$ cat src/rtl/ucfr_pkg.sv
// Package for the UART command frame receiver: opcodes, register indexes,
// frame lengths and register reset values. No dependencies.
`default_nettype none

package ucfr_pkg;

   // Frame lengths in bytes.
   localparam int FrameMax = 7;
   localparam int FrameCmd = 3;

   // Width of the byte counter and of the configuration address.
   localparam int CountWidth = 3;
   localparam int AddrWidth  = 5;

   // Reset values of the configuration registers.
   localparam logic [7:0]  HeadReset      = 8'd170;
   localparam logic [7:0]  TailReset      = 8'd85;
   localparam logic [7:0]  ActCodeReset   = 8'd16;
   localparam logic [7:0]  HeartReset     = 8'd255;
   localparam logic [7:0]  MaxCmdReset    = 8'd8;
   localparam logic [15:0] PeriodReset    = 16'd1000;
   localparam logic [19:0] TimeoutReset   = 20'd30000;
   localparam logic [15:0] WaitReset      = 16'd5000;

   typedef enum logic [1:0] {
      OpByte     = 2'd0,
      OpTick     = 2'd1,
      OpResetReq = 2'd2
   } opcode_type;

   typedef enum logic [2:0] {
      RegHead    = 3'd0,
      RegTail    = 3'd1,
      RegActCode = 3'd2,
      RegHeart   = 3'd3,
      RegMaxCmd  = 3'd4,
      RegPeriod  = 3'd5,
      RegTimeout = 3'd6,
      RegWait    = 3'd7
   } reg_index_type;

endpackage

`default_nettype wire

$ cat src/rtl/ucfr_if.sv
// Valid/ready channel interfaces for the UART command frame receiver:
// the input item channel and the result channel. Depends on ucfr_pkg.
`default_nettype none

interface ucfr_req_if;
   import ucfr_pkg::*;

   logic        valid;
   logic        ready;
   logic [1:0]  opcode;
   logic [7:0]  rx_byte;
   logic [31:0] now_ms;

   modport source (output valid, output opcode, output rx_byte, output now_ms,
                   input ready);
   modport sink   (input valid, input opcode, input rx_byte, input now_ms,
                   output ready);
endinterface

interface ucfr_rsp_if;
   import ucfr_pkg::*;

   logic       valid;
   logic       ready;
   logic       command_strobe;
   logic [7:0] command_code;
   logic       actuator_strobe;
   logic       power1_target;
   logic       power2_target;
   logic       fan_target;
   logic       alarm_flag;
   logic       link_online;
   logic       reset_pending;
   logic       status_due;

   modport source (output valid, output command_strobe, output command_code,
                   output actuator_strobe, output power1_target,
                   output power2_target, output fan_target, output alarm_flag,
                   output link_online, output reset_pending, output status_due,
                   input ready);
   modport sink   (input valid, input command_strobe, input command_code,
                   input actuator_strobe, input power1_target,
                   input power2_target, input fan_target, input alarm_flag,
                   input link_online, input reset_pending, input status_due,
                   output ready);
endinterface

`default_nettype wire

$ cat src/rtl/uart_command_frame_receiver.sv
// The result of an accepted input transaction is in the output register in the
// next cycle. Throughput: one transaction per cycle; the result register
// is the only stage, so a new transaction is taken whenever it is empty or
// being drained in the same cycle. Reset (synchronous, active high) empties
// the result register, clears the frame search, timers and held targets, and
// loads the configuration registers with their default values.
// Depends on ucfr_pkg and the channel interfaces in ucfr_if.sv.
`default_nettype none

module uart_command_frame_receiver (
   input  wire logic                            clock,
   input  wire logic                            reset,
   ucfr_req_if.sink                             req_chan,
   ucfr_rsp_if.source                           rsp_chan,
   input  wire logic                            psel,
   input  wire logic                            penable,
   input  wire logic                            pwrite,
   input  wire logic [ucfr_pkg::AddrWidth-1:0]  paddr,
   input  wire logic [31:0]                     pwdata,
   output logic      [31:0]                     prdata,
   output logic                                 pready
);
   import ucfr_pkg::*;

   // Configuration registers.
   logic [7:0]  head_ff, tail_ff, act_code_ff, heart_ff, max_cmd_ff;
   logic [15:0] period_ff, wait_ff;
   logic [19:0] timeout_ff;

   // Receiver state.
   logic [7:0]            store_ff [FrameMax];
   logic [7:0]            store_in [FrameMax];
   logic [CountWidth-1:0] count_ff, count_in;
   logic [31:0]           last_good_ff, last_good_in;
   logic [31:0]           last_status_ff, last_status_in;
   logic                  reset_flag_ff, reset_flag_in;
   logic [31:0]           reset_req_ff, reset_req_in;
   logic [7:0]            held_cmd_ff, held_cmd_in;
   logic [3:0]            act_bits_ff, act_bits_in;

   // Result register.
   logic       rsp_valid_ff;
   logic       cmd_strobe_ff, cmd_strobe_in;
   logic       act_strobe_ff, act_strobe_in;
   logic       online_ff, online_in;
   logic       due_ff, due_in;

   logic        accept;
   logic        cfg_write;
   logic [2:0]  cfg_index;
   logic [7:0]  b;
   logic [31:0] now;
   logic [CountWidth-1:0] next_count;
   logic [7:0]  s1, s2;
   logic        good;
   logic        code_valid;
   logic [31:0] good_age, wait_age, status_age;

   // A transaction enters whenever the result register is free or its
   // content leaves in this same cycle.
   assign req_chan.ready = !rsp_valid_ff || rsp_chan.ready;
   assign accept         = req_chan.valid && req_chan.ready;

   assign pready    = 1'b1;
   assign cfg_write = psel && penable && pwrite;
   assign cfg_index = paddr[AddrWidth-1:2];

   assign b   = req_chan.rx_byte;
   assign now = req_chan.now_ms;

   assign next_count = count_ff + 1'b1;

   // The frame store as it looks once the new byte has been placed.
   assign s1 = (count_ff == CountWidth'(1)) ? b : store_ff[1];
   assign s2 = (count_ff == CountWidth'(2)) ? b : store_ff[2];

   assign code_valid = (s1 <= max_cmd_ff) || (s1 == heart_ff);

   assign good_age   = now - last_good_ff;
   assign wait_age   = now - reset_req_ff;
   assign status_age = now - last_status_ff;

   always_comb begin
      store_in       = store_ff;
      count_in       = count_ff;
      last_good_in   = last_good_ff;
      last_status_in = last_status_ff;
      reset_flag_in  = reset_flag_ff;
      reset_req_in   = reset_req_ff;
      held_cmd_in    = held_cmd_ff;
      act_bits_in    = act_bits_ff;
      cmd_strobe_in  = 1'b0;
      act_strobe_in  = 1'b0;
      due_in         = 1'b0;
      good           = 1'b0;

      case (req_chan.opcode)
         OpByte: begin
            if (count_ff == '0) begin
               // No frame open: only a head byte starts one.
               if (b == head_ff) begin
                  store_in[0] = b;
                  count_in    = CountWidth'(1);
               end
            end else if (count_ff == CountWidth'(FrameMax)) begin
               count_in = '0;
            end else begin
               for (int i = 1; i < FrameMax; i++) begin
                  if (count_ff == CountWidth'(i)) begin
                     store_in[i] = b;
                  end
               end
               count_in = next_count;
               if (next_count >= CountWidth'(2) && s1 == act_code_ff &&
                   next_count < CountWidth'(FrameMax)) begin
                  // Actuator frame still gathering its bytes.
               end else if (next_count == CountWidth'(FrameMax) &&
                            store_ff[0] == head_ff && s1 == act_code_ff &&
                            b == tail_ff) begin
                  good          = 1'b1;
                  act_strobe_in = 1'b1;
                  reset_flag_in = 1'b0;
                  count_in      = '0;
                  act_bits_in   = {store_ff[5] != 8'd0, store_ff[4] != 8'd0,
                                   store_ff[3] != 8'd0, store_ff[2] != 8'd0};
               end else if (next_count < CountWidth'(FrameCmd)) begin
                  // Command frame still needs its tail.
               end else begin
                  // Judge the bytes as a command frame, then search again.
                  if (store_ff[0] == head_ff && s2 == tail_ff && code_valid) begin
                     good = 1'b1;
                     if (s1 != heart_ff && !reset_flag_ff) begin
                        held_cmd_in   = s1;
                        cmd_strobe_in = 1'b1;
                     end
                  end
                  count_in = '0;
                  if (b == head_ff) begin
                     store_in[0] = b;
                     count_in    = CountWidth'(1);
                  end
               end
            end
         end
         OpTick: begin
            if (reset_flag_ff && wait_age >= {16'd0, wait_ff}) begin
               reset_flag_in = 1'b0;
            end
            if (status_age >= {16'd0, period_ff}) begin
               last_status_in = now;
               due_in         = 1'b1;
            end
         end
         OpResetReq: begin
            reset_flag_in = 1'b1;
            reset_req_in  = now;
         end
         default: begin
            // The unused opcode leaves every piece of state alone.
         end
      endcase

      if (good) begin
         last_good_in = now;
      end
      // A good frame in this transaction makes the age zero, which is
      // always within the timeout.
      online_in = good || (good_age <= {12'd0, timeout_ff});
   end

   // Receiver state and the result register advance on each accepted
   // transaction.
   always_ff @(posedge clock) begin
      if (reset) begin
         for (int i = 0; i < FrameMax; i++) begin
            store_ff[i] <= '0;
         end
         count_ff       <= '0;
         last_good_ff   <= '0;
         last_status_ff <= '0;
         reset_flag_ff  <= 1'b0;
         reset_req_ff   <= '0;
         held_cmd_ff    <= '0;
         act_bits_ff    <= '0;
         rsp_valid_ff   <= 1'b0;
      end else begin
         if (accept) begin
            store_ff       <= store_in;
            count_ff       <= count_in;
            last_good_ff   <= last_good_in;
            last_status_ff <= last_status_in;
            reset_flag_ff  <= reset_flag_in;
            reset_req_ff   <= reset_req_in;
            held_cmd_ff    <= held_cmd_in;
            act_bits_ff    <= act_bits_in;
            rsp_valid_ff   <= 1'b1;
         end else if (rsp_chan.ready) begin
            rsp_valid_ff <= 1'b0;
         end
      end
   end

   // The strobes and link status travel with the result; they need no reset.
   always_ff @(posedge clock) begin
      if (accept) begin
         cmd_strobe_ff <= cmd_strobe_in;
         act_strobe_ff <= act_strobe_in;
         online_ff     <= online_in;
         due_ff        <= due_in;
      end
   end

   // Held values are reported straight from the state, which only changes
   // when the next transaction is accepted, i.e. when this result leaves.
   assign rsp_chan.valid           = rsp_valid_ff;
   assign rsp_chan.command_strobe  = cmd_strobe_ff;
   assign rsp_chan.command_code    = held_cmd_ff;
   assign rsp_chan.actuator_strobe = act_strobe_ff;
   assign rsp_chan.power1_target   = act_bits_ff[0];
   assign rsp_chan.power2_target   = act_bits_ff[1];
   assign rsp_chan.fan_target      = act_bits_ff[2];
   assign rsp_chan.alarm_flag      = act_bits_ff[3];
   assign rsp_chan.link_online     = online_ff;
   assign rsp_chan.reset_pending   = reset_flag_ff;
   assign rsp_chan.status_due      = due_ff;

   // Configuration registers are written in the access phase of a write.
   always_ff @(posedge clock) begin
      if (reset) begin
         head_ff     <= HeadReset;
         tail_ff     <= TailReset;
         act_code_ff <= ActCodeReset;
         heart_ff    <= HeartReset;
         max_cmd_ff  <= MaxCmdReset;
         period_ff   <= PeriodReset;
         timeout_ff  <= TimeoutReset;
         wait_ff     <= WaitReset;
      end else if (cfg_write) begin
         case (cfg_index)
            RegHead:    head_ff     <= pwdata[7:0];
            RegTail:    tail_ff     <= pwdata[7:0];
            RegActCode: act_code_ff <= pwdata[7:0];
            RegHeart:   heart_ff    <= pwdata[7:0];
            RegMaxCmd:  max_cmd_ff  <= pwdata[7:0];
            RegPeriod:  period_ff   <= pwdata[15:0];
            RegTimeout: timeout_ff  <= pwdata[19:0];
            RegWait:    wait_ff     <= pwdata[15:0];
            default: begin
            end
         endcase
      end
   end

   always_comb begin
      case (cfg_index)
         RegHead:    prdata = {24'd0, head_ff};
         RegTail:    prdata = {24'd0, tail_ff};
         RegActCode: prdata = {24'd0, act_code_ff};
         RegHeart:   prdata = {24'd0, heart_ff};
         RegMaxCmd:  prdata = {24'd0, max_cmd_ff};
         RegPeriod:  prdata = {16'd0, period_ff};
         RegTimeout: prdata = {12'd0, timeout_ff};
         RegWait:    prdata = {16'd0, wait_ff};
         default:    prdata = '0;
      endcase
   end

endmodule

`default_nettype wire

$ cat src/flat_wrapper.sv
// flat-port wrapper written by rule: the top's interface ports become plain ports
module uart_command_frame_receiver_flat import ucfr_pkg::*;
  (clock, reset, psel, penable, pwrite, paddr, pwdata, prdata, pready, req_chan_valid, req_chan_opcode, req_chan_rx_byte, req_chan_now_ms, req_chan_ready, rsp_chan_valid, rsp_chan_command_strobe, rsp_chan_command_code, rsp_chan_actuator_strobe, rsp_chan_power1_target, rsp_chan_power2_target, rsp_chan_fan_target, rsp_chan_alarm_flag, rsp_chan_link_online, rsp_chan_reset_pending, rsp_chan_status_due, rsp_chan_ready);
  ucfr_req_if req_chan_i ();
  ucfr_rsp_if rsp_chan_i ();
  input  wire logic clock;
  input  wire logic reset;
  input  wire logic psel;
  input  wire logic penable;
  input  wire logic pwrite;
  input  wire logic [ucfr_pkg::AddrWidth-1:0] paddr;
  input  wire logic [31:0] pwdata;
  output logic      [31:0] prdata;
  output logic pready;
  input wire logic [$bits(req_chan_i.valid)-1:0] req_chan_valid;
  input wire logic [$bits(req_chan_i.opcode)-1:0] req_chan_opcode;
  input wire logic [$bits(req_chan_i.rx_byte)-1:0] req_chan_rx_byte;
  input wire logic [$bits(req_chan_i.now_ms)-1:0] req_chan_now_ms;
  output wire logic [$bits(req_chan_i.ready)-1:0] req_chan_ready;
  output wire logic [$bits(rsp_chan_i.valid)-1:0] rsp_chan_valid;
  output wire logic [$bits(rsp_chan_i.command_strobe)-1:0] rsp_chan_command_strobe;
  output wire logic [$bits(rsp_chan_i.command_code)-1:0] rsp_chan_command_code;
  output wire logic [$bits(rsp_chan_i.actuator_strobe)-1:0] rsp_chan_actuator_strobe;
  output wire logic [$bits(rsp_chan_i.power1_target)-1:0] rsp_chan_power1_target;
  output wire logic [$bits(rsp_chan_i.power2_target)-1:0] rsp_chan_power2_target;
  output wire logic [$bits(rsp_chan_i.fan_target)-1:0] rsp_chan_fan_target;
  output wire logic [$bits(rsp_chan_i.alarm_flag)-1:0] rsp_chan_alarm_flag;
  output wire logic [$bits(rsp_chan_i.link_online)-1:0] rsp_chan_link_online;
  output wire logic [$bits(rsp_chan_i.reset_pending)-1:0] rsp_chan_reset_pending;
  output wire logic [$bits(rsp_chan_i.status_due)-1:0] rsp_chan_status_due;
  input wire logic [$bits(rsp_chan_i.ready)-1:0] rsp_chan_ready;
  assign req_chan_i.valid = req_chan_valid;
  assign req_chan_i.opcode = req_chan_opcode;
  assign req_chan_i.rx_byte = req_chan_rx_byte;
  assign req_chan_i.now_ms = req_chan_now_ms;
  assign req_chan_ready = req_chan_i.ready;
  assign rsp_chan_valid = rsp_chan_i.valid;
  assign rsp_chan_command_strobe = rsp_chan_i.command_strobe;
  assign rsp_chan_command_code = rsp_chan_i.command_code;
  assign rsp_chan_actuator_strobe = rsp_chan_i.actuator_strobe;
  assign rsp_chan_power1_target = rsp_chan_i.power1_target;
  assign rsp_chan_power2_target = rsp_chan_i.power2_target;
  assign rsp_chan_fan_target = rsp_chan_i.fan_target;
  assign rsp_chan_alarm_flag = rsp_chan_i.alarm_flag;
  assign rsp_chan_link_online = rsp_chan_i.link_online;
  assign rsp_chan_reset_pending = rsp_chan_i.reset_pending;
  assign rsp_chan_status_due = rsp_chan_i.status_due;
  assign rsp_chan_i.ready = rsp_chan_ready;
  uart_command_frame_receiver u_core (.clock(clock), .reset(reset), .req_chan(req_chan_i), .rsp_chan(rsp_chan_i), .psel(psel), .penable(penable), .pwrite(pwrite), .paddr(paddr), .pwdata(pwdata), .prdata(prdata), .pready(pready));
endmodule
$ cat config.mk
export PLATFORM = sky130hd
export DESIGN_NAME = uart_command_frame_receiver_flat
export DESIGN_NICKNAME = d
export VERILOG_FILES = /design/src/rtl/ucfr_pkg.sv /design/src/rtl/ucfr_if.sv /design/src/rtl/uart_command_frame_receiver.sv /design/src/flat_wrapper.sv
export SDC_FILE = /design/constraint.sdc
export NUM_CORES = 1
export LEC_CHECK = 0
export ABC_CLOCK_PERIOD_IN_PS = 5200
export CAP_MARGIN = 5
export CORE_ASPECT_RATIO = 0.7
export CORE_MARGIN = 2
export CORE_UTILIZATION = 65
export DETAILED_ROUTE_END_ITERATION = 7
export DONT_BUFFER_PORTS = 1
export MAX_ROUTING_LAYER = met4
export PLACE_DENSITY = 0.88
export SYNTH_ARGS = -nofsm -noshare
export SYNTH_HDL_FRONTEND = slang
export SYNTH_SLANG_ARGS = --single-unit
$ cat constraint.sdc
create_clock -name clock -period 5.2 [get_ports clock]
set_input_delay 0.52 -clock clock [delete_from_list [all_inputs] [get_ports clock]]
set_output_delay 0.52 -clock clock [all_outputs]
set_load 0.05 [all_outputs]
==> flow_summary.json, run 1 <==
{
  "drtAntennaViolNets": 0,
  "p_total_mw": 5.095,
  "clockBufferDepth": 3,
  "final_cells": 2657,
  "die_x_microns": 205.2,
  "drc": 0,
  "first_iter_violations": 2082,
  "skew_ns": 0.01184,
  "numCtsBuffers": 27,
  "synth_area_leaders": "dfxtp_1 28%, ha_1 11%, mux2i_1 6.8%, a21oi_1 5.3%, nand2_1 5.1%",
  "ys_types": 83,
  "finalCriticalPeriod_ns": 4.875,
  "start_util_pct": 66.18,
  "synth_edf_count": 4,
  "place.gp.congestion": 1.015,
  "r2r_slack_ns": 0.32,
  "synth_area_sq_mm": 0.01841,
  "cts.htree.levels": 1,
  "track_usage_pct": 35.70,
  "power_density_mw_per_mm2": 261.2,
  "insertedDiodeCount": 0,
  "portBuffers": 0,
  "synth_ff_type": "dfxtp_1",
  "worstMarginPinSlew_ns": 1.232,
  "finalHoldViolCount": 0,
  "drive_above_1_share_pct": 4.418,
  "reg2regPathDepth": 23,
  "routed_wl_microns": 53170,
  "max-slew-margin-rel_pct": 17.69,
  "post_drt_wl_per_cell_microns": 20.01,
  "startpoint": "u_core.reset_req_ff[6]$_SDFFE_PP0P_",
  "grt_max_degree": 285,
  "cp-end-kind": "register",
  "synthDominantCellAreaShare_pct": 27.51,
  "placed_area_sq_mm": 0.01848,
  "muxShareOfSynthArea_pct": 8.107,
  "ys_ff_latch": 257,
  "cts_root_buf": "clkbuf_16",
  "core-area_sq_mm": 0.02782,
  "cts.sinks": 257,
  "ys_async_sr_fraction_pct": 0,
  "route.vias.total": 17100,
  "dp_hpwl_microns": 38960,
  "holdWs_ns": 0.06480,
  "ir_drop_v": 0.0002828,
  "avgSynthCellArea_sq_um": 7.865,
  "grt_pass1_vias": 15450,
  "synthAdderAreaFrac_pct": 11.32,
  "grt_overflow": 0,
  "slew_viol_final": 0,
  "p_leak_nw": 7.385,
  "status": "finished, final reports clean",
  "synth_simple_gate_area_share_pct": 19.91,
  "crit_arrival_ns": 5.37,
  "dieArea_sq_mm": 0.02971,
  "ctsResizeCount": 0,
  "drt_pass1_iterations": 8,
  "fp-row-count": 51,
  "final_nets": 2517,
  "synth-compound-area-share_pct": 20.35,
  "setup_viol": 0,
  "worstHoldStart": "reset",
  "worst_hold_path.num_cells": 1,
  "synth-seq-area-share_pct": 28.16,
  "critPathKind": "reg2reg",
  "synthCells": 2341,
  "cts_tree": "done",
  "path_clk_slew_ns": 0.07,
  "hold_class": "in2reg",
  "io_pins": 138,
  "viasPerCell": 6.436,
  "die_h_microns": 144.8,
  "finalCritPeriodShare_pct": 93.76,
  "synth_top_area_cell": "dfxtp_1",
  "crit_fanout": 4,
  "cp-start-kind": "register",
  "hold_buffers": 0,
  "fmax_mhz": 205.1,
  "placed_cells": 2609,
  "maxCapViolCount": 0,
  "synth_top_family_by_area": "compound AO/OA/AOI/OAI gates",
  "synth-xor-area-share_pct": 4.805,
  "fin_area_sq_mm": 0.01951,
  "critPathRequiredTime_ns": 5.70,
  "grt_antenna_before_repair": 0,
  "r2r-start": "u_core.reset_req_ff[6]$_SDFFE_PP0P_",
  "cts_setup_buffers": 0,
  "clkLatencyLatePin_ns": 0.56,
  "ys_warn_count": 0,
  "syn_to_final_growth_pct": 5.973,
  "grt_pass1_wl_microns": 81600
}
-- where the power goes --
group	switching (mW)	internal, mW	total (mW)
Clock	0.863	1.32	2.18
Sequential	0.0287	2.00	2.03
Combinational	0.536	0.347	0.884
-- stage by stage --
step	util [%]	setup TNS (ns)	setup slack, ns
5_1_grt	70.13	-0.05889	-0.05889
3_3_place_gp	66.43	0	0.2158
2_1_floorplan	-	0	0.5225
6_report	70.13	0	0.3247
3_5_place_dp	66.43	0	0.02496
4_1_cts	69.96	0	0.1706
-- cell families after synthesis --
kind of cell / Yosys count
other: 2
AO/OA/AOI/OAI: 574
adder cells (fa/ha/maj): 165
buffers and inverters: 332
AND/OR/NAND/NOR: 772
multiplexers: 138
XOR/XNOR: 101
flip-flops: 257
-- layout make-up --
type	count	area (sq um)
Clock buffer	34	753.2
Sequential cell	257	5185
Inverter	199	747.0
Multi-Input combinational cell	1763	11990
Clock inverter	14	227.7
Tap cell	371	464.2
Fill cell	2188	8310
Timing Repair Buffer	19	142.6
-- placed cells by master (no fill, tap or decap), types with 11 or more instances in the layout --
| cell | instances |
|---|---|
| a22oi_1 | 13 |
| nor3_1 | 17 |
| a211oi_1 | 32 |
| and3_1 | 17 |
| a21o_1 | 43 |
| o21a_1 | 21 |
| nand4_1 | 22 |
| nand3_1 | 42 |
| o21ai_0 | 79 |
| a211o_1 | 41 |
| or3_1 | 17 |
| nand2_1 | 248 |
| a221oi_1 | 11 |
| nor2b_1 | 53 |
| o21ai_1 | 13 |
| nand2b_1 | 83 |
| dfxtp_1 | 253 |
| clkbuf_16 | 28 |
| a21oi_1 | 196 |
| o211ai_1 | 13 |
| a31oi_1 | 17 |
| buf_4 | 19 |
| mux2i_1 | 125 |
| ha_1 | 161 |
| inv_1 | 199 |
| xor2_1 | 38 |
| nor2_1 | 212 |
| conb_1 | 13 |
| nor4_1 | 23 |
| xnor2_1 | 63 |
-- synthesized netlist by cell type (all sizes together), types with 28 or more instances --
| cell type | count |
|---|---|
| ha | 161 |
| mux2i | 133 |
| a211oi | 33 |
| nor4 | 28 |
| a211o | 41 |
| dfxtp | 253 |
| a21o | 43 |
| a21oi | 196 |
| o21ai | 93 |
| nand2 | 248 |
| clkbuf | 103 |
| xnor2 | 63 |
| xor2 | 38 |
| buf | 30 |
| nand2b | 83 |
| nor2b | 54 |
| nand3 | 42 |
| nor2 | 213 |
| inv | 199 |
-- state kept, by name, indices dropped and copies added, names as in the netlist, 16 cells and up --
signal                 count
u_core.timeout_ff         20
u_core.last_good_ff       32
u_core.wait_ff            16
u_core.period_ff          16
u_core.store_ff           48
u_core.reset_req_ff       32
u_core.last_status_ff     32
-- worst paths after layout --
| kind | endpoint |
|---|---|
| worst max-delay path | u_core.rsp_chan.reset_pending$_SDFFE_PP0P_ |
| worst max register to register | u_core.rsp_chan.reset_pending$_SDFFE_PP0P_ |
| worst min-delay path | u_core.reset_req_ff[16]$_SDFFE_PP0P_ |
| worst min register to register | u_core.reset_req_ff[20]$_SDFFE_PP0P_ |
-- layer usage --
metal	track usage (%)	share of wire (%)
met3	10.21	12
met1	47.22	43
met2	52.33	42
met4	12.08	3.7
met5	-	0
-- worst max-delay path: stages, from the launching register on --
cell       delay (ns)
dfxtp_1          0.35
inv_1            0.06
ha_1             0.33
a21o_1           0.19
or3_1            0.32
o21ai_2          0.17
o21ai_1          0.13
a21o_1           0.21
a21o_1           0.20
a21o_1           0.21
a21o_1           0.21
a41oi_1          0.23
nand3_1          0.11
ha_1             0.30
and4_1           0.23
and3_1           0.20
a31oi_1          0.15
nand4_1          0.13
nor4_2           0.22
o221ai_1         0.16
a2111oi_2        0.22
nand4_1          0.12
nor4_1           0.18
a31o_1           0.17
No activity file was read; power rests on OpenSTA's default activity.
==> run 2, diff against run 1 <==
--- a/config.mk
+++ b/config.mk
@@ -10,6 +10,8 @@
 export CORE_ASPECT_RATIO = 0.7
 export CORE_MARGIN = 2
 export CORE_UTILIZATION = 65
+export CTS_BUF_LIST = sky130_fd_sc_hd__clkbuf_16
+export CTS_CLUSTER_SIZE = 14
 export DETAILED_ROUTE_END_ITERATION = 7
 export DONT_BUFFER_PORTS = 1
 export MAX_ROUTING_LAYER = met4
==> run 2 against run 1 <==
  * Final area decreased by 0.15%
  * Sequential share of layout area about the same
  * Die area unchanged
  * Combinational power about the same
  * Clock skew decreased by 0.0011 ns
  * Critical endpoint unchanged
  * Largest power group unchanged
==> flow_summary.json, run 2 (same netlist as run 1, synthesis figures left out) <==
{
  "worstMarginPinSlew_ns": 1.217,
  "drive_above_1_share_pct": 4.287,
  "crit_fanout": 4,
  "drt_pass1_iterations": 6,
  "grt_antenna_before_repair": 0,
  "finalHoldViolCount": 0,
  "viasPerCell": 6.401,
  "numCtsBuffers": 27,
  "grt_pass1_wl_microns": 81670,
  "hold_buffers": 0,
  "first_iter_violations": 1854,
  "fin_util_pct": 70.02,
  "finalCriticalPeriod_ns": 4.864,
  "cp-start-kind": "register",
  "reg2regPathDepth": 23,
  "grt_max_degree": 285,
  "top_register": "u_core.store_ff",
  "ir_drop_v": 0.0002840,
  "final_common_cell": "dfxtp_1",
  "drc": 0,
  "die_x_microns": 205.2,
  "r2r_slack_ns": 0.34,
  "start_util_pct": 66.18,
  "final_cell_mix": "253 x dfxtp_1, 248 x nand2_1, 212 x nor2_1",
  "cp.depth": 23,
  "cpLargestDelayFamily": "compound AO/OA/AOI/OAI gates",
  "grt_overflow": 0,
  "crit_top_cell": "a21o_1",
  "tns_ns": 0,
  "fp-row-count": 51,
  "grt_pass1_vias": 15460,
  "worst_hold_path.num_cells": 1,
  "cts_tree": "done",
  "core-area_sq_mm": 0.02782,
  "path_clk_slew_ns": 0.07,
  "clkLatencyLatePin_ns": 0.56,
  "final_nets": 2517,
  "critPathKind": "reg2reg",
  "drtAntennaViolNets": 0,
  "fin_area_sq_mm": 0.01948,
  "clockBufferDepth": 3,
  "track_usage_pct": 35.73,
  "skew_ns": 0.01073,
  "place.gp.congestion": 1.015,
  "maxCapViolCount": 0,
  "pre_cts_ws_ns": 0.02496,
  "worstPathCellList": "inv_1 > ha_1 > a21o_1 > or3_1 > o21ai_2 > o21ai_1 > a21o_1 > a21o_1 > a21o_1 > a21o_1 > a41oi_1 > nand3_1 > ha_1 > and4_1 > and3_1 > a31oi_1 > nand4_1 > nor4_2 > o221ai_1 > a2111oi_2 > nand4_1 > nor4_1 > a31o_1",
  "die_h_microns": 144.8,
  "insertedDiodeCount": 0,
  "p_leak_nw": 7.381,
  "fmax_mhz": 205.6,
  "power_density_mw_per_mm2": 258.5,
  "cts.sinks": 257,
  "crit_arrival_ns": 5.36,
  "route.vias.total": 17010,
  "finalCritPeriodShare_pct": 93.55,
  "status": "finished, final reports clean",
  "slew_viol_final": 0,
  "max-slew-margin-rel_pct": 18.70,
  "placed_area_sq_mm": 0.01848,
  "setup_viol": 0,
  "hold_class": "in2reg",
  "routed_wl_microns": 53080,
  "syn_to_final_growth_pct": 5.810,
  "p_total_mw": 5.036,
  "portBuffers": 0,
  "layout_setup_ws_ns": 0.3356,
  "dp_hpwl_microns": 38960,
  "cts_root_buf": "clkbuf_16",
  "io_pins": 138,
  "dieArea_sq_mm": 0.02971,
  "cts.htree.levels": 1,
  "path_buf_inv": 1,
  "cp-end-kind": "register",
  "cp_slowest_cell": "dfxtp_1",
  "max_stage_delay_ns": 0.35,
  "post_drt_wl_per_cell_microns": 19.98,
  "critPathRequiredTime_ns": 5.70,
  "largest_reg_flops": 48
}
-- run 2: area by class of cell --
| class | count | area [sq um] |
|---|---|---|
| Multi-Input combinational cell | 1763 | 11990 |
| Clock inverter | 20 | 250.2 |
| Fill cell | 2187 | 8341 |
| Timing Repair Buffer | 19 | 142.6 |
| Clock buffer | 28 | 700.7 |
| Inverter | 199 | 747.0 |
| Sequential cell | 257 | 5185 |
| Tap cell | 371 | 464.2 |
-- run 2: worst paths after layout --
check,from,endpoint
setup / recovery,u_core.reset_req_ff[6]$_SDFFE_PP0P_,u_core.rsp_chan.reset_pending$_SDFFE_PP0P_
hold / removal,reset,u_core.reset_req_ff[19]$_SDFFE_PP0P_
setup reg to reg,u_core.reset_req_ff[6]$_SDFFE_PP0P_,u_core.rsp_chan.reset_pending$_SDFFE_PP0P_
hold reg to reg,u_core.reset_req_ff[18]$_SDFFE_PP0P_,u_core.reset_req_ff[18]$_SDFFE_PP0P_
-- run 2: timing repair --
action,in CTS,in global routing
gates resized for setup,0,14
endpoints found under the setup margin,0,2
endpoints found under the hold margin,0,0
setup buffers,0,0
-- run 2: worst register-to-register path: stages (launching register included) --
cell,delay [ns]
dfxtp_1,0.35
inv_1,0.06
ha_1,0.33
a21o_1,0.19
or3_1,0.32
o21ai_2,0.17
o21ai_1,0.13
a21o_1,0.21
a21o_1,0.20
a21o_1,0.21
a21o_1,0.21
a41oi_1,0.23
nand3_1,0.11
ha_1,0.30
and4_1,0.22
and3_1,0.20
a31oi_1,0.15
nand4_1,0.13
nor4_2,0.22
o221ai_1,0.16
a2111oi_2,0.22
nand4_1,0.12
nor4_1,0.19
a31o_1,0.17
-- run 2: per-stage QoR --
stage / hold WS [ns] / std cells
5_1_grt: 0.04130 / 2657
2_1_floorplan: 0.4360 / 2352
3_5_place_dp: 0.4430 / 2609
3_3_place_gp: 0.4383 / 2609
4_1_cts: 0.03646 / 2657
6_report: 0.07303 / 2657
-- run 2: layer usage --
metal | GRT usage (%) | wire [microns] | up-vias
li1 | - | - | 8000
met1 | 47.29 | 22650 | 7997
met2 | 52.36 | 22240 | 863
met3 | 10.21 | 6243 | 147
met4 | 12.04 | 1938 | 0
met5 | - | 0 | -
-- run 2: report_power, final --
part | internal, mW | switching (mW)
clock network | 1.27 | 0.856
logic | 0.347 | 0.534
registers | 2.00 | 0.0289
